## src/rtl/core/acw_pkg.sv

```systemverilog
// shared constants for the aspect crop window block
`timescale 1ns / 1ps

package acw_pkg;

    // width of every coordinate field on the stream buses
    localparam int FIELD_W = 16;

    // padding fraction register, unsigned Q2.8
    localparam int PAD_W         = 10;
    localparam int PAD_FRAC_BITS = 8;
    localparam int PAD_MIN       = 8;

    // height from width: (9*w + 8) >> 4
    localparam int HEIGHT_MUL   = 9;
    localparam int HEIGHT_RND   = 8;
    localparam int HEIGHT_SHIFT = 4;

    // width from height: floor((32*h + 9) / 18) == floor((16*h + 4) / 9)
    localparam int WIDTH_SHIFT = 4;
    localparam int WIDTH_RND   = 4;
    localparam int WIDTH_DIV   = 9;

    // stream bus widths
    localparam int S_TDATA_W = 6 * FIELD_W;
    localparam int M_TDATA_W = 4 * FIELD_W;

endpackage

```

## src/rtl/core/acw_prep.sv

```systemverilog
// size fallback, padding products and the padded, clamped box
`timescale 1ns / 1ps

module acw_prep #(
    parameter int COORD_BITS = 16
) (
    input  logic                        clk,
    input  logic                        rst_n,
    input  logic [acw_pkg::PAD_W-1:0]   pad_fraction,
    input  logic                        in_valid,
    output logic                        in_ready,
    input  logic                        in_present,
    input  logic [COORD_BITS-1:0]       in_bx,
    input  logic [COORD_BITS-1:0]       in_by,
    input  logic [COORD_BITS-1:0]       in_bw,
    input  logic [COORD_BITS-1:0]       in_bh,
    input  logic [COORD_BITS-1:0]       in_iw,
    input  logic [COORD_BITS-1:0]       in_ih,
    output logic                        out_valid,
    input  logic                        out_ready,
    output logic [6*COORD_BITS:0]       out_geom,
    output logic [COORD_BITS-1:0]       out_x0,
    output logic [COORD_BITS-1:0]       out_y0,
    output logic [COORD_BITS-1:0]       out_x1,
    output logic [COORD_BITS-1:0]       out_y1
);

    localparam int C  = COORD_BITS;
    localparam int PW = COORD_BITS + acw_pkg::PAD_W;

    typedef struct packed {
        logic         ok;
        logic [C-1:0] bx;
        logic [C-1:0] by;
        logic [C-1:0] bw;
        logic [C-1:0] bh;
        logic [C-1:0] iw;
        logic [C-1:0] ih;
    } geom_t;

    // stage 1: fallback sizes and pad products
    logic [C:0]    far_x;
    logic [C:0]    far_y;
    geom_t         g1_next;
    logic [PW-1:0] prod_x_next;
    logic [PW-1:0] prod_y_next;

    logic          s1_v_reg;
    geom_t         s1_geom_reg;
    logic [PW-1:0] s1_prod_x_reg;
    logic [PW-1:0] s1_prod_y_reg;
    logic          s1_ready;

    // stage 2: padded box
    logic [C+2:0]  pad_x;
    logic [C+2:0]  pad_y;
    logic [C+3:0]  x1_ext;
    logic [C+3:0]  y1_ext;
    logic [C-1:0]  x0_next;
    logic [C-1:0]  y0_next;
    logic [C-1:0]  x1_next;
    logic [C-1:0]  y1_next;

    logic          s2_v_reg;
    geom_t         s2_geom_reg;
    logic [C-1:0]  s2_x0_reg;
    logic [C-1:0]  s2_y0_reg;
    logic [C-1:0]  s2_x1_reg;
    logic [C-1:0]  s2_y1_reg;
    logic          s2_ready;

    assign far_x = (C+1)'(in_bx) + (C+1)'(in_bw);
    assign far_y = (C+1)'(in_by) + (C+1)'(in_bh);

    always_comb
    begin
        g1_next.bx = in_bx;
        g1_next.by = in_by;
        g1_next.bw = in_bw;
        g1_next.bh = in_bh;
        // unknown size falls back to the far edge, saturated
        if (in_iw != '0)
            g1_next.iw = in_iw;
        else if (far_x[C])
            g1_next.iw = '1;
        else
            g1_next.iw = far_x[C-1:0];
        if (in_ih != '0)
            g1_next.ih = in_ih;
        else if (far_y[C])
            g1_next.ih = '1;
        else
            g1_next.ih = far_y[C-1:0];
        g1_next.ok = in_present && (g1_next.iw != '0) && (g1_next.ih != '0);
    end

    assign prod_x_next = PW'(in_bw) * PW'(pad_fraction);
    assign prod_y_next = PW'(in_bh) * PW'(pad_fraction);

    assign s2_ready = !s2_v_reg || out_ready;
    assign s1_ready = !s1_v_reg || s2_ready;
    assign in_ready = s1_ready;

    always_ff @(posedge clk or negedge rst_n)
    begin
        if (!rst_n)
        begin
            s1_v_reg <= 1'b0;
            s2_v_reg <= 1'b0;
        end
        else
        begin
            if (s1_ready)
                s1_v_reg <= in_valid;
            if (s2_ready)
                s2_v_reg <= s1_v_reg;
        end
    end

    always_ff @(posedge clk)
    begin
        if (in_valid && s1_ready)
        begin
            s1_geom_reg   <= g1_next;
            s1_prod_x_reg <= prod_x_next;
            s1_prod_y_reg <= prod_y_next;
        end
    end

    // padding per side: (size * fraction >> 8) + 8
    assign pad_x = (C+3)'(s1_prod_x_reg >> acw_pkg::PAD_FRAC_BITS)
                 + (C+3)'(acw_pkg::PAD_MIN);
    assign pad_y = (C+3)'(s1_prod_y_reg >> acw_pkg::PAD_FRAC_BITS)
                 + (C+3)'(acw_pkg::PAD_MIN);

    assign x1_ext = (C+4)'(s1_geom_reg.bx) + (C+4)'(s1_geom_reg.bw) + (C+4)'(pad_x);
    assign y1_ext = (C+4)'(s1_geom_reg.by) + (C+4)'(s1_geom_reg.bh) + (C+4)'(pad_y);

    always_comb
    begin
        if ((C+3)'(s1_geom_reg.bx) > pad_x)
            x0_next = C'((C+3)'(s1_geom_reg.bx) - pad_x);
        else
            x0_next = '0;
        if ((C+3)'(s1_geom_reg.by) > pad_y)
            y0_next = C'((C+3)'(s1_geom_reg.by) - pad_y);
        else
            y0_next = '0;
        if (x1_ext > (C+4)'(s1_geom_reg.iw))
            x1_next = s1_geom_reg.iw;
        else
            x1_next = C'(x1_ext);
        if (y1_ext > (C+4)'(s1_geom_reg.ih))
            y1_next = s1_geom_reg.ih;
        else
            y1_next = C'(y1_ext);
    end

    always_ff @(posedge clk)
    begin
        if (s1_v_reg && s2_ready)
        begin
            s2_geom_reg <= s1_geom_reg;
            s2_x0_reg   <= x0_next;
            s2_y0_reg   <= y0_next;
            s2_x1_reg   <= x1_next;
            s2_y1_reg   <= y1_next;
        end
    end

    assign out_valid = s2_v_reg;
    assign out_geom  = s2_geom_reg;
    assign out_x0    = s2_x0_reg;
    assign out_y0    = s2_y0_reg;
    assign out_x1    = s2_x1_reg;
    assign out_y1    = s2_y1_reg;

endmodule

```

## src/rtl/core/acw_fit.sv

```systemverilog
// 16:9 widening and shrink-to-image of the padded box
`timescale 1ns / 1ps

module acw_fit #(
    parameter int COORD_BITS = 16
) (
    input  logic                  clk,
    input  logic                  rst_n,
    input  logic                  in_valid,
    output logic                  in_ready,
    input  logic [6*COORD_BITS:0] in_geom,
    input  logic [COORD_BITS-1:0] in_x0,
    input  logic [COORD_BITS-1:0] in_y0,
    input  logic [COORD_BITS-1:0] in_x1,
    input  logic [COORD_BITS-1:0] in_y1,
    output logic                  out_valid,
    input  logic                  out_ready,
    output logic [6*COORD_BITS:0] out_geom,
    output logic [COORD_BITS-1:0] out_x0,
    output logic [COORD_BITS-1:0] out_y0,
    output logic [COORD_BITS-1:0] out_x1,
    output logic [COORD_BITS-1:0] out_y1,
    output logic [COORD_BITS-1:0] out_cw,
    output logic [COORD_BITS-1:0] out_ch
);

    localparam int C = COORD_BITS;
    localparam int M = COORD_BITS + acw_pkg::WIDTH_SHIFT;
    localparam int NS = 4;

    typedef struct packed {
        logic         ok;
        logic [C-1:0] bx;
        logic [C-1:0] by;
        logic [C-1:0] bw;
        logic [C-1:0] bh;
        logic [C-1:0] iw;
        logic [C-1:0] ih;
    } geom_t;

    typedef struct packed {
        geom_t        geom;
        logic [C-1:0] x0;
        logic [C-1:0] y0;
        logic [C-1:0] x1;
        logic [C-1:0] y1;
    } box_t;

    // (9*v + 8) >> 4
    function automatic logic [C-1:0] height_of(input logic [C-1:0] v);
        logic [C+3:0] t;
        t = (C+4)'(v) * (C+4)'(acw_pkg::HEIGHT_MUL) + (C+4)'(acw_pkg::HEIGHT_RND);
        return t[C+3:acw_pkg::HEIGHT_SHIFT];
    endfunction

    // 16*h + 4, the numerator of the width division
    function automatic logic [M-1:0] width_num(input logic [C-1:0] h);
        return (M'(h) << acw_pkg::WIDTH_SHIFT) + M'(acw_pkg::WIDTH_RND);
    endfunction

    // x/9 estimate by the 8/9 series; div9_fix moves it down by one or up by up to two
    function automatic logic [M-1:0] div9_est(input logic [M-1:0] x);
        logic [M-1:0] q;
        q = x - (x >> 3);
        q = q + (q >> 6);
        q = q + (q >> 12);
        q = q + (q >> 24);
        return q >> 3;
    endfunction

    function automatic logic [M-1:0] div9_fix(input logic [M-1:0] x,
                                               input logic [M-1:0] q);
        logic signed [M+1:0] r;
        r = $signed((M+2)'(x)) - $signed((M+2)'(q) * (M+2)'(acw_pkg::WIDTH_DIV));
        if (r < 0)
            return q - M'(1);
        else if (r >= $signed((M+2)'(2 * acw_pkg::WIDTH_DIV)))
            return q + M'(2);
        else if (r >= $signed((M+2)'(acw_pkg::WIDTH_DIV)))
            return q + M'(1);
        else
            return q;
    endfunction

    logic [NS-1:0] v_reg;
    logic [NS:0]   rdy;

    box_t          in_box;
    box_t          s1_box_reg;
    box_t          s2_box_reg;
    box_t          s3_box_reg;
    box_t          s4_box_reg;

    // stage 1: padded size
    logic [C-1:0]  pw_next;
    logic [C-1:0]  ph_next;
    logic [C-1:0]  s1_pw_reg;
    logic [C-1:0]  s1_ph_reg;

    // stage 2: aspect test, heights, division estimates
    logic [C+3:0]  nine_w;
    logic [C+3:0]  sixteen_h;
    logic          s2_wide_reg;
    logic [C-1:0]  s2_pw_reg;
    logic [C-1:0]  s2_ph_reg;
    logic [C-1:0]  s2_hpw_reg;
    logic [C-1:0]  s2_hiw_reg;
    logic [M-1:0]  s2_qph_reg;
    logic [M-1:0]  s2_qih_reg;

    // stage 3: corrected widths
    logic [M-1:0]  wph_full;
    logic [M-1:0]  wih_full;
    logic          s3_wide_reg;
    logic [C-1:0]  s3_pw_reg;
    logic [C-1:0]  s3_ph_reg;
    logic [C-1:0]  s3_hpw_reg;
    logic [C-1:0]  s3_hiw_reg;
    logic [C:0]    s3_wph_reg;
    logic [C:0]    s3_wih_reg;

    // stage 4: chosen window size
    logic [C:0]    cw0;
    logic [C:0]    cw1;
    logic [C:0]    cw2;
    logic [C-1:0]  ch0;
    logic [C-1:0]  ch1;
    logic [C-1:0]  ch2;
    logic [C-1:0]  cw_next;
    logic [C-1:0]  ch_next;
    logic [C-1:0]  s4_cw_reg;
    logic [C-1:0]  s4_ch_reg;

    always_comb
    begin
        rdy[NS] = out_ready;
        for (int k = NS - 1; k >= 0; k--)
            rdy[k] = !v_reg[k] || rdy[k+1];
    end

    assign in_ready = rdy[0];

    always_ff @(posedge clk or negedge rst_n)
    begin
        if (!rst_n)
        begin
            v_reg <= '0;
        end
        else
        begin
            if (rdy[0])
                v_reg[0] <= in_valid;
            for (int k = 1; k < NS; k++)
            begin
                if (rdy[k])
                    v_reg[k] <= v_reg[k-1];
            end
        end
    end

    assign in_box.geom = in_geom;
    assign in_box.x0   = in_x0;
    assign in_box.y0   = in_y0;
    assign in_box.x1   = in_x1;
    assign in_box.y1   = in_y1;

    // empty or inverted box counts as one pixel
    assign pw_next = (in_x1 > in_x0) ? (in_x1 - in_x0) : C'(1);
    assign ph_next = (in_y1 > in_y0) ? (in_y1 - in_y0) : C'(1);

    always_ff @(posedge clk)
    begin
        if (in_valid && rdy[0])
        begin
            s1_box_reg <= in_box;
            s1_pw_reg  <= pw_next;
            s1_ph_reg  <= ph_next;
        end
    end

    assign nine_w    = (C+4)'(s1_pw_reg) * (C+4)'(acw_pkg::HEIGHT_MUL);
    assign sixteen_h = (C+4)'(s1_ph_reg) << acw_pkg::HEIGHT_SHIFT;

    always_ff @(posedge clk)
    begin
        if (v_reg[0] && rdy[1])
        begin
            s2_box_reg  <= s1_box_reg;
            s2_wide_reg <= nine_w > sixteen_h;
            s2_pw_reg   <= s1_pw_reg;
            s2_ph_reg   <= s1_ph_reg;
            s2_hpw_reg  <= height_of(s1_pw_reg);
            s2_hiw_reg  <= height_of(s1_box_reg.geom.iw);
            s2_qph_reg  <= div9_est(width_num(s1_ph_reg));
            s2_qih_reg  <= div9_est(width_num(s1_box_reg.geom.ih));
        end
    end

    assign wph_full = div9_fix(width_num(s2_ph_reg), s2_qph_reg);
    assign wih_full = div9_fix(width_num(s2_box_reg.geom.ih), s2_qih_reg);

    always_ff @(posedge clk)
    begin
        if (v_reg[1] && rdy[2])
        begin
            s3_box_reg  <= s2_box_reg;
            s3_wide_reg <= s2_wide_reg;
            s3_pw_reg   <= s2_pw_reg;
            s3_ph_reg   <= s2_ph_reg;
            s3_hpw_reg  <= s2_hpw_reg;
            s3_hiw_reg  <= s2_hiw_reg;
            s3_wph_reg  <= wph_full[C:0];
            s3_wih_reg  <= wih_full[C:0];
        end
    end

    always_comb
    begin
        // widen to 16:9
        if (s3_wide_reg)
        begin
            cw0 = (C+1)'(s3_pw_reg);
            ch0 = s3_hpw_reg;
        end
        else
        begin
            cw0 = s3_wph_reg;
            ch0 = s3_ph_reg;
        end
        // too wide for the image
        if (cw0 > (C+1)'(s3_box_reg.geom.iw))
        begin
            cw1 = (C+1)'(s3_box_reg.geom.iw);
            ch1 = s3_hiw_reg;
        end
        else
        begin
            cw1 = cw0;
            ch1 = ch0;
        end
        // too tall for the image
        if (ch1 > s3_box_reg.geom.ih)
        begin
            cw2 = s3_wih_reg;
            ch2 = s3_box_reg.geom.ih;
        end
        else
        begin
            cw2 = cw1;
            ch2 = ch1;
        end
        cw_next = (cw2 > (C+1)'(s3_box_reg.geom.iw)) ? s3_box_reg.geom.iw : cw2[C-1:0];
        ch_next = (ch2 > s3_box_reg.geom.ih) ? s3_box_reg.geom.ih : ch2;
    end

    always_ff @(posedge clk)
    begin
        if (v_reg[2] && rdy[3])
        begin
            s4_box_reg <= s3_box_reg;
            s4_cw_reg  <= cw_next;
            s4_ch_reg  <= ch_next;
        end
    end

    assign out_valid = v_reg[NS-1];
    assign out_geom  = s4_box_reg.geom;
    assign out_x0    = s4_box_reg.x0;
    assign out_y0    = s4_box_reg.y0;
    assign out_x1    = s4_box_reg.x1;
    assign out_y1    = s4_box_reg.y1;
    assign out_cw    = s4_cw_reg;
    assign out_ch    = s4_ch_reg;

endmodule

```

## src/rtl/core/acw_place.sv

```systemverilog
// window placement: centre on the box, cover the padded box, clamp
`timescale 1ns / 1ps

module acw_place #(
    parameter int COORD_BITS = 16
) (
    input  logic                  clk,
    input  logic                  rst_n,
    input  logic                  in_valid,
    output logic                  in_ready,
    input  logic [6*COORD_BITS:0] in_geom,
    input  logic [COORD_BITS-1:0] in_x0,
    input  logic [COORD_BITS-1:0] in_y0,
    input  logic [COORD_BITS-1:0] in_x1,
    input  logic [COORD_BITS-1:0] in_y1,
    input  logic [COORD_BITS-1:0] in_cw,
    input  logic [COORD_BITS-1:0] in_ch,
    output logic                  out_valid,
    input  logic                  out_ready,
    output logic                  out_ok,
    output logic [COORD_BITS-1:0] out_cx,
    output logic [COORD_BITS-1:0] out_cy,
    output logic [COORD_BITS-1:0] out_cw,
    output logic [COORD_BITS-1:0] out_ch
);

    localparam int C = COORD_BITS;

    typedef struct packed {
        logic         ok;
        logic [C-1:0] bx;
        logic [C-1:0] by;
        logic [C-1:0] bw;
        logic [C-1:0] bh;
        logic [C-1:0] iw;
        logic [C-1:0] ih;
    } geom_t;

    function automatic logic [C-1:0] clamp_pos(input logic signed [C+2:0] v,
                                                input logic [C-1:0]        hi);
        if (v < 0)
            return '0;
        else if (v > $signed((C+3)'(hi)))
            return hi;
        else
            return v[C-1:0];
    endfunction

    geom_t               g_in;

    // stage 1: centred position
    logic signed [C+2:0] ctr_x;
    logic signed [C+2:0] ctr_y;
    logic [C-1:0]        lim_x_in;
    logic [C-1:0]        lim_y_in;

    logic                s1_v_reg;
    logic                s1_ready;
    logic                s1_ok_reg;
    logic [C-1:0]        s1_lim_x_reg;
    logic [C-1:0]        s1_lim_y_reg;
    logic [C-1:0]        s1_x0_reg;
    logic [C-1:0]        s1_y0_reg;
    logic [C-1:0]        s1_x1_reg;
    logic [C-1:0]        s1_y1_reg;
    logic [C-1:0]        s1_cw_reg;
    logic [C-1:0]        s1_ch_reg;
    logic [C-1:0]        s1_cx_reg;
    logic [C-1:0]        s1_cy_reg;

    // stage 2: cover and clamp
    logic [C-1:0]        cx_left;
    logic [C-1:0]        cy_top;
    logic signed [C+2:0] cx_cover;
    logic signed [C+2:0] cy_cover;
    logic                ok_next;

    logic                s2_v_reg;
    logic                s2_ready;
    logic                s2_ok_reg;
    logic [C-1:0]        s2_cx_reg;
    logic [C-1:0]        s2_cy_reg;
    logic [C-1:0]        s2_cw_reg;
    logic [C-1:0]        s2_ch_reg;

    assign g_in = in_geom;

    assign ctr_x = $signed((C+3)'(g_in.bx) + (C+3)'(g_in.bw >> 1) - (C+3)'(in_cw >> 1));
    assign ctr_y = $signed((C+3)'(g_in.by) + (C+3)'(g_in.bh >> 1) - (C+3)'(in_ch >> 1));
    assign lim_x_in = g_in.iw - in_cw;
    assign lim_y_in = g_in.ih - in_ch;

    assign s2_ready = !s2_v_reg || out_ready;
    assign s1_ready = !s1_v_reg || s2_ready;
    assign in_ready = s1_ready;

    always_ff @(posedge clk or negedge rst_n)
    begin
        if (!rst_n)
        begin
            s1_v_reg <= 1'b0;
            s2_v_reg <= 1'b0;
        end
        else
        begin
            if (s1_ready)
                s1_v_reg <= in_valid;
            if (s2_ready)
                s2_v_reg <= s1_v_reg;
        end
    end

    always_ff @(posedge clk)
    begin
        if (in_valid && s1_ready)
        begin
            s1_ok_reg    <= g_in.ok;
            s1_lim_x_reg <= lim_x_in;
            s1_lim_y_reg <= lim_y_in;
            s1_x0_reg    <= in_x0;
            s1_y0_reg    <= in_y0;
            s1_x1_reg    <= in_x1;
            s1_y1_reg    <= in_y1;
            s1_cw_reg    <= in_cw;
            s1_ch_reg    <= in_ch;
            s1_cx_reg    <= clamp_pos(ctr_x, lim_x_in);
            s1_cy_reg    <= clamp_pos(ctr_y, lim_y_in);
        end
    end

    always_comb
    begin
        cx_left = (s1_x0_reg < s1_cx_reg) ? s1_x0_reg : s1_cx_reg;
        cy_top  = (s1_y0_reg < s1_cy_reg) ? s1_y0_reg : s1_cy_reg;
        if ((C+1)'(s1_x1_reg) > (C+1)'(cx_left) + (C+1)'(s1_cw_reg))
            cx_cover = $signed((C+3)'(s1_x1_reg) - (C+3)'(s1_cw_reg));
        else
            cx_cover = $signed((C+3)'(cx_left));
        if ((C+1)'(s1_y1_reg) > (C+1)'(cy_top) + (C+1)'(s1_ch_reg))
            cy_cover = $signed((C+3)'(s1_y1_reg) - (C+3)'(s1_ch_reg));
        else
            cy_cover = $signed((C+3)'(cy_top));
        ok_next = s1_ok_reg && (s1_cw_reg != '0) && (s1_ch_reg != '0);
    end

    always_ff @(posedge clk)
    begin
        if (s1_v_reg && s2_ready)
        begin
            s2_ok_reg <= ok_next;
            s2_cx_reg <= ok_next ? clamp_pos(cx_cover, s1_lim_x_reg) : '0;
            s2_cy_reg <= ok_next ? clamp_pos(cy_cover, s1_lim_y_reg) : '0;
            s2_cw_reg <= ok_next ? s1_cw_reg : '0;
            s2_ch_reg <= ok_next ? s1_ch_reg : '0;
        end
    end

    assign out_valid = s2_v_reg;
    assign out_ok    = s2_ok_reg;
    assign out_cx    = s2_cx_reg;
    assign out_cy    = s2_cy_reg;
    assign out_cw    = s2_cw_reg;
    assign out_ch    = s2_ch_reg;

endmodule

```

## src/rtl/core/aspect_crop_window.sv

```systemverilog
// top level of the 16:9 crop window block
`timescale 1ns / 1ps

// aspect_crop_window: turns one region box and the image size into a 16:9
// crop window around it.
//   s_axis: one beat per box. tdata holds box_x, box_y, box_w, box_h,
//     image_w_in, image_h_in (16 bits each, from bit 0 up); tuser is
//     region_present. an image size of 0 falls back to the box's far edge.
//   m_axis: one beat per box, in order. tdata holds crop_x, crop_y, crop_w,
//     crop_h; tuser is crop_ok. when crop_ok is low the window fields are 0.
//   pad_fraction_we / pad_fraction_wdata: writes the unsigned Q2.8 padding
//     fraction; write it only while no box is in flight.
// throughput: one box per cycle while m_axis accepts beats; every stage
//   is a short piece of logic behind its own register (input register,
//   8 working stages, output register), and the only multipliers with
//   two variable operands are the 16x10 padding products.
// reset clears all stage valids and sets pad_fraction to 0.
// when m_axis stalls, each stage holds while its successor is full; empty
//   stages keep filling, so s_axis_tready drops only once the pipe is full.
module aspect_crop_window #(
    parameter int COORD_BITS = 16
) (
    input  logic                            clk,
    input  logic                            rst_n,
    input  logic                            pad_fraction_we,
    input  logic [acw_pkg::PAD_W-1:0]       pad_fraction_wdata,
    input  logic                            s_axis_tvalid,
    output logic                            s_axis_tready,
    // box_x, box_y, box_w, box_h, image_w_in, image_h_in
    input  logic [acw_pkg::S_TDATA_W-1:0]   s_axis_tdata,
    // region_present
    input  logic                            s_axis_tuser,
    output logic                            m_axis_tvalid,
    input  logic                            m_axis_tready,
    // crop_x, crop_y, crop_w, crop_h
    output logic [acw_pkg::M_TDATA_W-1:0]   m_axis_tdata,
    // crop_ok
    output logic                            m_axis_tuser
);

    localparam int C  = COORD_BITS;
    localparam int FW = acw_pkg::FIELD_W;

    // padding fraction register
    logic [acw_pkg::PAD_W-1:0] pad_fraction_reg;

    // input register, coordinates masked to the coordinate width
    logic          in_v_reg;
    logic          in_present_reg;
    logic [C-1:0]  in_bx_reg;
    logic [C-1:0]  in_by_reg;
    logic [C-1:0]  in_bw_reg;
    logic [C-1:0]  in_bh_reg;
    logic [C-1:0]  in_iw_reg;
    logic [C-1:0]  in_ih_reg;
    logic          in_stage_ready;

    // prep -> fit
    logic          prep_in_ready;
    logic          prep_valid;
    logic          prep_ready;
    logic [6*C:0]  prep_geom;
    logic [C-1:0]  prep_x0;
    logic [C-1:0]  prep_y0;
    logic [C-1:0]  prep_x1;
    logic [C-1:0]  prep_y1;

    // fit -> place
    logic          fit_valid;
    logic          fit_ready;
    logic [6*C:0]  fit_geom;
    logic [C-1:0]  fit_x0;
    logic [C-1:0]  fit_y0;
    logic [C-1:0]  fit_x1;
    logic [C-1:0]  fit_y1;
    logic [C-1:0]  fit_cw;
    logic [C-1:0]  fit_ch;

    // place -> output register
    logic          place_valid;
    logic          place_ready;
    logic          place_ok;
    logic [C-1:0]  place_cx;
    logic [C-1:0]  place_cy;
    logic [C-1:0]  place_cw;
    logic [C-1:0]  place_ch;

    // output register
    logic          out_v_reg;
    logic          out_ok_reg;
    logic [FW-1:0] out_cx_reg;
    logic [FW-1:0] out_cy_reg;
    logic [FW-1:0] out_cw_reg;
    logic [FW-1:0] out_ch_reg;

    always_ff @(posedge clk or negedge rst_n)
    begin
        if (!rst_n)
            pad_fraction_reg <= '0;
        else if (pad_fraction_we)
            pad_fraction_reg <= pad_fraction_wdata;
    end

    // input register takes a beat whenever it is empty or draining
    assign in_stage_ready = !in_v_reg || prep_in_ready;
    assign s_axis_tready  = in_stage_ready;

    always_ff @(posedge clk or negedge rst_n)
    begin
        if (!rst_n)
            in_v_reg <= 1'b0;
        else if (in_stage_ready)
            in_v_reg <= s_axis_tvalid;
    end

    always_ff @(posedge clk)
    begin
        if (s_axis_tvalid && in_stage_ready)
        begin
            in_present_reg <= s_axis_tuser;
            in_bx_reg      <= C'(s_axis_tdata[0*FW +: FW]);
            in_by_reg      <= C'(s_axis_tdata[1*FW +: FW]);
            in_bw_reg      <= C'(s_axis_tdata[2*FW +: FW]);
            in_bh_reg      <= C'(s_axis_tdata[3*FW +: FW]);
            in_iw_reg      <= C'(s_axis_tdata[4*FW +: FW]);
            in_ih_reg      <= C'(s_axis_tdata[5*FW +: FW]);
        end
    end

    // fallback sizes, padding, padded box clamped to the image
    acw_prep #(
        .COORD_BITS (COORD_BITS)
    ) u_prep (
        .clk          (clk),
        .rst_n        (rst_n),
        .pad_fraction (pad_fraction_reg),
        .in_valid     (in_v_reg),
        .in_ready     (prep_in_ready),
        .in_present   (in_present_reg),
        .in_bx        (in_bx_reg),
        .in_by        (in_by_reg),
        .in_bw        (in_bw_reg),
        .in_bh        (in_bh_reg),
        .in_iw        (in_iw_reg),
        .in_ih        (in_ih_reg),
        .out_valid    (prep_valid),
        .out_ready    (prep_ready),
        .out_geom     (prep_geom),
        .out_x0       (prep_x0),
        .out_y0       (prep_y0),
        .out_x1       (prep_x1),
        .out_y1       (prep_y1)
    );

    // widen to 16:9 and shrink to fit the image
    acw_fit #(
        .COORD_BITS (COORD_BITS)
    ) u_fit (
        .clk       (clk),
        .rst_n     (rst_n),
        .in_valid  (prep_valid),
        .in_ready  (prep_ready),
        .in_geom   (prep_geom),
        .in_x0     (prep_x0),
        .in_y0     (prep_y0),
        .in_x1     (prep_x1),
        .in_y1     (prep_y1),
        .out_valid (fit_valid),
        .out_ready (fit_ready),
        .out_geom  (fit_geom),
        .out_x0    (fit_x0),
        .out_y0    (fit_y0),
        .out_x1    (fit_x1),
        .out_y1    (fit_y1),
        .out_cw    (fit_cw),
        .out_ch    (fit_ch)
    );

    // centre, cover the padded box, clamp
    acw_place #(
        .COORD_BITS (COORD_BITS)
    ) u_place (
        .clk       (clk),
        .rst_n     (rst_n),
        .in_valid  (fit_valid),
        .in_ready  (fit_ready),
        .in_geom   (fit_geom),
        .in_x0     (fit_x0),
        .in_y0     (fit_y0),
        .in_x1     (fit_x1),
        .in_y1     (fit_y1),
        .in_cw     (fit_cw),
        .in_ch     (fit_ch),
        .out_valid (place_valid),
        .out_ready (place_ready),
        .out_ok    (place_ok),
        .out_cx    (place_cx),
        .out_cy    (place_cy),
        .out_cw    (place_cw),
        .out_ch    (place_ch)
    );

    // output register parts the pipe from the receiver
    assign place_ready = !out_v_reg || m_axis_tready;

    always_ff @(posedge clk or negedge rst_n)
    begin
        if (!rst_n)
            out_v_reg <= 1'b0;
        else if (place_ready)
            out_v_reg <= place_valid;
    end

    always_ff @(posedge clk)
    begin
        if (place_valid && place_ready)
        begin
            out_ok_reg <= place_ok;
            out_cx_reg <= FW'(place_cx);
            out_cy_reg <= FW'(place_cy);
            out_cw_reg <= FW'(place_cw);
            out_ch_reg <= FW'(place_ch);
        end
    end

    assign m_axis_tvalid = out_v_reg;
    assign m_axis_tuser  = out_ok_reg;
    assign m_axis_tdata  = {out_ch_reg, out_cw_reg, out_cy_reg, out_cx_reg};

`ifndef SYNTH
    // an empty input register must always take a beat
    a_ready_when_empty: assert property (
        @(posedge clk) disable iff (!rst_n)
        !in_v_reg |-> s_axis_tready
    ) else $error("input register empty but s_axis_tready low");

    // a failed crop carries an all-zero window
    a_zero_when_not_ok: assert property (
        @(posedge clk) disable iff (!rst_n)
        m_axis_tvalid && !m_axis_tuser |-> m_axis_tdata == '0
    ) else $error("crop_ok low with nonzero window");

    // a waiting result refills the output register as the current beat leaves
    a_output_refill: assert property (
        @(posedge clk) disable iff (!rst_n)
        m_axis_tvalid && m_axis_tready && place_valid |=> m_axis_tvalid
    ) else $error("output register not refilled from waiting result");
`endif

endmodule
```

## config.mk

```make
export PLATFORM = sky130hd
export DESIGN_NAME = aspect_crop_window
export DESIGN_NICKNAME = d
export VERILOG_FILES = /design/src/rtl/core/acw_pkg.sv /design/src/rtl/core/acw_prep.sv /design/src/rtl/core/acw_fit.sv /design/src/rtl/core/acw_place.sv /design/src/rtl/core/aspect_crop_window.sv
export SDC_FILE = /design/constraint.sdc
export NUM_CORES = 2
export LEC_CHECK = 0
export BUFFER_PORTS_ARGS = -buffer_cell sky130_fd_sc_hd__buf_2
export CORE_MARGIN = 2
export CORE_UTILIZATION = 55
export CTS_BUF_LIST = sky130_fd_sc_hd__clkbuf_8
export CTS_CLUSTER_SIZE = 20
export DETAILED_ROUTE_END_ITERATION = 12
export PLACE_DENSITY = 0.74
export SYNTH_ARGS = -nofsm -noshare
export SYNTH_HDL_FRONTEND = slang
export SYNTH_SLANG_ARGS = --single-unit
```

## constraint.sdc

```tcl
create_clock -name clk -period 20.1 [get_ports clk]
set_input_delay 3.015 -clock clk [delete_from_list [all_inputs] [get_ports clk]]
set_output_delay 3.015 -clock clk [all_outputs]
set_load 0.05 [all_outputs]
```

# == Word level (Yosys, flattened, before mapping) ==
# Index checks and enable logic that the tools add are counted.
# op_classes
mux,28
multipliers,6
n_reduce_logical,42
n_bitwise,1
n_lt_le_gt_ge,29
add_sub_neg,42
# ops
operator,count
$mux W16,17
$mux W17,9
$add A16 B16 Y17,6
$reduce_bool A16 Y1,6
$sub A16 B16 Y16,6
$add A20 B3 Y20 const B,4
$gt A19 B17 Y1,4
$lt A19 B1 Y1 const B,4
$gt A16 B16 Y1,4
$mul A16 B10 Y26,2
$ge A22 B5 Y1 const B,2
$ge A22 B6 Y1 const B,2
$lt A22 B1 Y1 const B,2
$sub A20 B21 Y22,2
$mul A17 B4 Y21 const B,2
$add A17 B19 Y20,2
$add A20 B14 Y20,2
$add A20 B4 Y20 const B,2
$add A20 B8 Y20,2
$gt A20 B16 Y1,2
$mul A16 B4 Y20 const B,2
$sub A20 B17 Y20,2
$add A18 B4 Y19 const B,2
$gt A16 B19 Y1,2
16 further kinds,58
# word_totals
output_inout_bits,67
ff_bits,1624

# == Depth between registers and ports, before layout ==
# logic_depth
ltp_word,12
depth_mapped,46

# == Cells and area by module ==
# A second synthesis with hierarchy kept.
# unflattened
cells_unflattened,7617
area_unflattened_um2,93464.6
# by_module_without_submodules
module,area_each_um2,seq_area_each_um2,cells_per_inst,instances
acw_fit,43226.5,27306.2,3109,1
acw_prep,26202.6,8878.5,2450,1
acw_place,18671.7,6836.6,1867,1
aspect_crop_window,5363.9,5165.0,191,1

# == Worst setup path before layout ==
# Ideal clock, no wire load.
# synth_path
path_type,input-to-reg
from,in m_axis_tready
to,"reg u_fit.s2_box_reg[0] (netlist bit), enable pin"
setup_slack_ns,3.018
arrival_time_ns,16.051
stages,4
setup_time_ns,1.031
t_required_ns,19.069
n_path_buf,0
cell_sequence,nor2b_1 nand3_1 nor2_1 a31oi_1
# synth_via
elab_chain_cells,7
# synth_rtl
element,line_no,source
"start, declared",aspect_crop_window.sv:34,"input logic m_axis_tready,"
$logic_or A1 B1 Y1,aspect_crop_window.sv:204,assign place_ready = !out_v_reg || m_axis_tready;
$logic_or A1 B1 Y1,acw_place.sv:93,assign s2_ready = !s2_v_reg || out_ready;
$logic_or A1 B1 Y1,acw_place.sv:94,assign s1_ready = !s1_v_reg || s2_ready;
$logic_or A1 B1 Y1 (3 in a row),acw_fit.sv:138,rdy[k] = !v_reg[k] || rdy[k+1];
$logic_and A1 B1 Y1,acw_fit.sv:186,if (v_reg[0] && rdy[1])
"end signal, assigned",acw_fit.sv:188,s2_box_reg <= s1_box_reg;
"end, declared",acw_fit.sv:90,box_t s2_box_reg;
# No other way between the ends.
# A chain may end at the register's enable or synchronous reset.

# == Worst setup path in the final report ==
# layout_path
from,reg u_place.s1_x0_reg[9]
to,"reg u_place.s2_cx_reg[2], in the netlist u_place.out_cx[2] (data pin)"
# layout_via
elab_chain_cells,7
# layout_rtl
element,line_no,source
"start, declared",acw_place.sv:62,logic [C-1:0] s1_x0_reg;
"start signal, assigned",acw_place.sv:120,s1_x0_reg <= in_x0;
$lt A16 B16 Y1,acw_place.sv:133,cx_left = (s1_x0_reg < s1_cx_reg) ? s1_x0_reg : s1_cx_reg;
$mux W16 *,acw_place.sv:133,
$add A16 B16 Y17,acw_place.sv:135,if ((C+1)'(s1_x1_reg) > (C+1)'(cx_left) + (C+1)'(s1_cw_reg))
$gt A16 B17 Y1,acw_place.sv:135,
$mux W19 *,acw_place.sv:135,
$gt A19 B17 Y1 or $lt A19 B1 Y1 (tied branches),"acw_place.sv:43, acw_place.sv:41",
$mux W16 or $reduce_or A2 Y1 (tied branches),-,
"end signal, assigned",acw_place.sv:151,"s2_cx_reg <= ok_next ? clamp_pos(cx_cover, s1_lim_x_reg) : '0;"
"end, declared",acw_place.sv:81,logic [C-1:0] s2_cx_reg;
# Every way passes the cells marked *; elsewhere a longest branch is shown, timed or not.

==> flow_summary.yaml <==
logic_synthesis:
  synth_top_area_share_pct: 51.3
  syn_area_sq_mm: 0.0924
  async_flop_share_pct: 1.25
  synth_cell_types: 97
  synth_nets: 8768
  synthCells: 7496
  synth_warnings: 0
  avgSynthCellArea_sq_um: 12.3
  yosysTopAreaCell: "edfxtp_1"
  synth.area.top_cells: "edfxtp_1 51%, ha_1 11%, fa_1 7.1%"
  ys_seq_area_share_pct: 51.8
  synthFlopType: "edfxtp_1"
  synth_edf_count: 1578
  yosys_register_bits: 1598
outcome:
  status: "completed"
routing:
  wire_per_inst_um: 21.2
  firstDrtPassIters: 6
  via_per_inst: 5.72
  drc: 0
  drt_iter0_drc: 4812
  routed_wl_um: 217000
  ant_nets: 0
  vias: 58600
clock_tree:
  cts.repair.resized: 0
  cts_tree: "yes"
  cts.path.max_buffers: 4
  cts-root-buf: "clkbuf_8"
  h-tree-depth: 5
  cts_hold_buf: 0
  numClockSinks: 1598
  post_cts_buffers: 0
  cts_buffers: 280
  clk_pin_slew_ps: 60
  clk_latency_ps: 1000
global_route:
  grt_pass1_wl_um: 331000
  antenna_found_initial: 13
  overflow: 0
  grt_max_degree: 181
  first_global_vias: 58000
  track_usage_pct: 25.5
setup_path:
  worstPathMaxFanout: 16
  ff2ff_setup_slack_ps: 10880
  critPathKind: "flop to flop"
  crit_required_ps: 20790
  cp_slowest_cell: "nand2_1"
  critPathCaptureType: "flop"
  crit_path_start_kind: "flop"
  cpPeakStageDelay_ps: 510
  arrival_ps: 9910
sta:
  fin_skew_ps: 79.6
  slew_violations: 0
  rsz0062_at_grt: "no"
  period_share_pct: 45.9
  worst_pin_slew_ps: 1260
  setup-tns-final_ps: 0
  final-hold-violation-count: 0
  setup_violations: 0
  slew_headroom_pct: 15.9
  timing.fmax_mhz: 108
  period_needed_ps: 9220
floorplan:
  rows: 150
  die_w_um: 414
  ioPinCount: 179
  coreArea_sq_mm: 0.167
  die-area_sq_mm: 0.171
  start_util_pct: 55.3
  die_h_um: 414
job:
  cap_violations: 0
layout:
  syn2layout_area_growth_pct: 9.52
  drive_above_1_share_pct: 10.4
  final_nets: 9137
  num-fill-cells: 13200
placement:
  port_buffers: 178
  place_hpwl_um: 168000
  gp_congestion: 0.939
min_path:
  holdCritPathClass: "flop to flop"
## layer usage
| metal | track usage (%) | routed length (um) | part of all wire [%] | vias up |
|---|---|---|---|---|
| met1 | 37.6 | 99400 | 46 | 28500 |
| met4 | 8.72 | 7140 | 3.3 | 0 |
| met3 | 4.54 | 15600 | 7.2 | 438 |
| met2 | 38.2 | 94700 | 44 | 2034 |
| met5 | 0 | 0 | 0 | - |
| li1 | - | - | - | 27600 |
## final timing paths
path                                                start  depth (start not counted)                         endpoint
setup / recovery           u_place.s1_x0_reg[9]$_DFFE_PP_                         41  u_place.out_cx[2]$_SDFFCE_PP0P_
hold / removal              u_prep.out_geom[23]$_DFFE_PP_                          0   u_fit.s1_box_reg[87]$_DFFE_PP_
setup reg to reg           u_place.s1_x0_reg[9]$_DFFE_PP_                         41  u_place.out_cx[2]$_SDFFCE_PP0P_
hold reg to reg             u_prep.out_geom[23]$_DFFE_PP_                          0   u_fit.s1_box_reg[87]$_DFFE_PP_
max in group asynchronous                           rst_n                          1        m_axis_tvalid$_DFFE_PN0P_
min in group asynchronous                           rst_n                          1       u_fit.v_reg[3]$_DFFE_PN0P_
## cell families (layout without fill, tap and decap cells)
group           after synthesis  count (layout)  share of synthesized area, %
buf+inv                    1097            1644                          4.50
flops                      1598            1598                          51.8
other cells                   0               4                             0
simple gates               1808            1808                          9.89
fa+ha+maj                  1160            1160                          18.4
xor+xnor                    382             382                          3.62
mux                         283             283                          3.33
compound gates             1168            1168                          8.45
## synth_stat cells (all sizes together), types with 15 or more instances
master	number
ha	834
o21bai	37
a21boi	29
a21oi	279
buf	22
nor2	395
nor2b	89
nand2b	80
a31oi	50
o21a	109
mux2	191
edfxtp	1578
or4	17
fa	326
nor4	46
and3	66
mux2i	92
inv	956
xor2	148
o31a	16
nand2	408
o31ai	20
nand3	139
nand4	77
a21o	139
a211oi	65
or3	48
and4	18
dfrtp	20
xnor2	234
clkbuf	119
o21ai	217
or2	15
o211ai	35
a2111oi	18
nor3	162
and2	207
## layout by cell type, fill, tap and decap left out, types with 161 or more instances in the layout
cell,instances
nand2_1,408
edfxtp_1,1578
ha_1,834
buf_2,178
clkbuf_8,287
and2_1,202
a21oi_1,275
inv_1,1019
mux2_2,191
nor2_1,395
nor3_1,161
o21ai_0,207
fa_1,326
xnor2_1,234
## stage by stage
step	worst slack [ps]	instances	instance area (sq um)	hold WS (ps)	utilization (%)
floorplan	3020	7496	92400	400	-
global placement	10940	9787	96000	401	57.4
detailed placement	10960	9787	96000	405	57.4
CTS	10890	10200	101000	353	60.6
global route	10100	10200	101000	354	60.6
finish	10880	10300	101000	359	60.6
## area by class of cell
type	count	area, sq um	area share (%)
Sequential cell	1598	47900	47.3
Clock inverter	173	1240	1.23
Clock buffer	287	3950	3.91
Inverter	956	3590	3.55
Antenna cell	4	10.0	0.00990
Timing Repair Buffer	228	1280	1.26
Multi-Input combinational cell	4801	40400	40.0
Tap cell	2204	2760	2.73
## worst max-delay path, delay by kind of cell (launching register included)
family                   cells  cell delay, ps
multiplexers                 3             990
flip-flops                   1             400
adder cells (fa/ha/maj)      4            1200
AO/OA/AOI/OAI               23            4510
XOR/XNOR                     1             100
AND/OR/NAND/NOR              7            1080
buffers and inverters        3             660
Power is not shown: default switching activity piles up to over one toggle a cycle in this logic, so the estimate is an artifact.
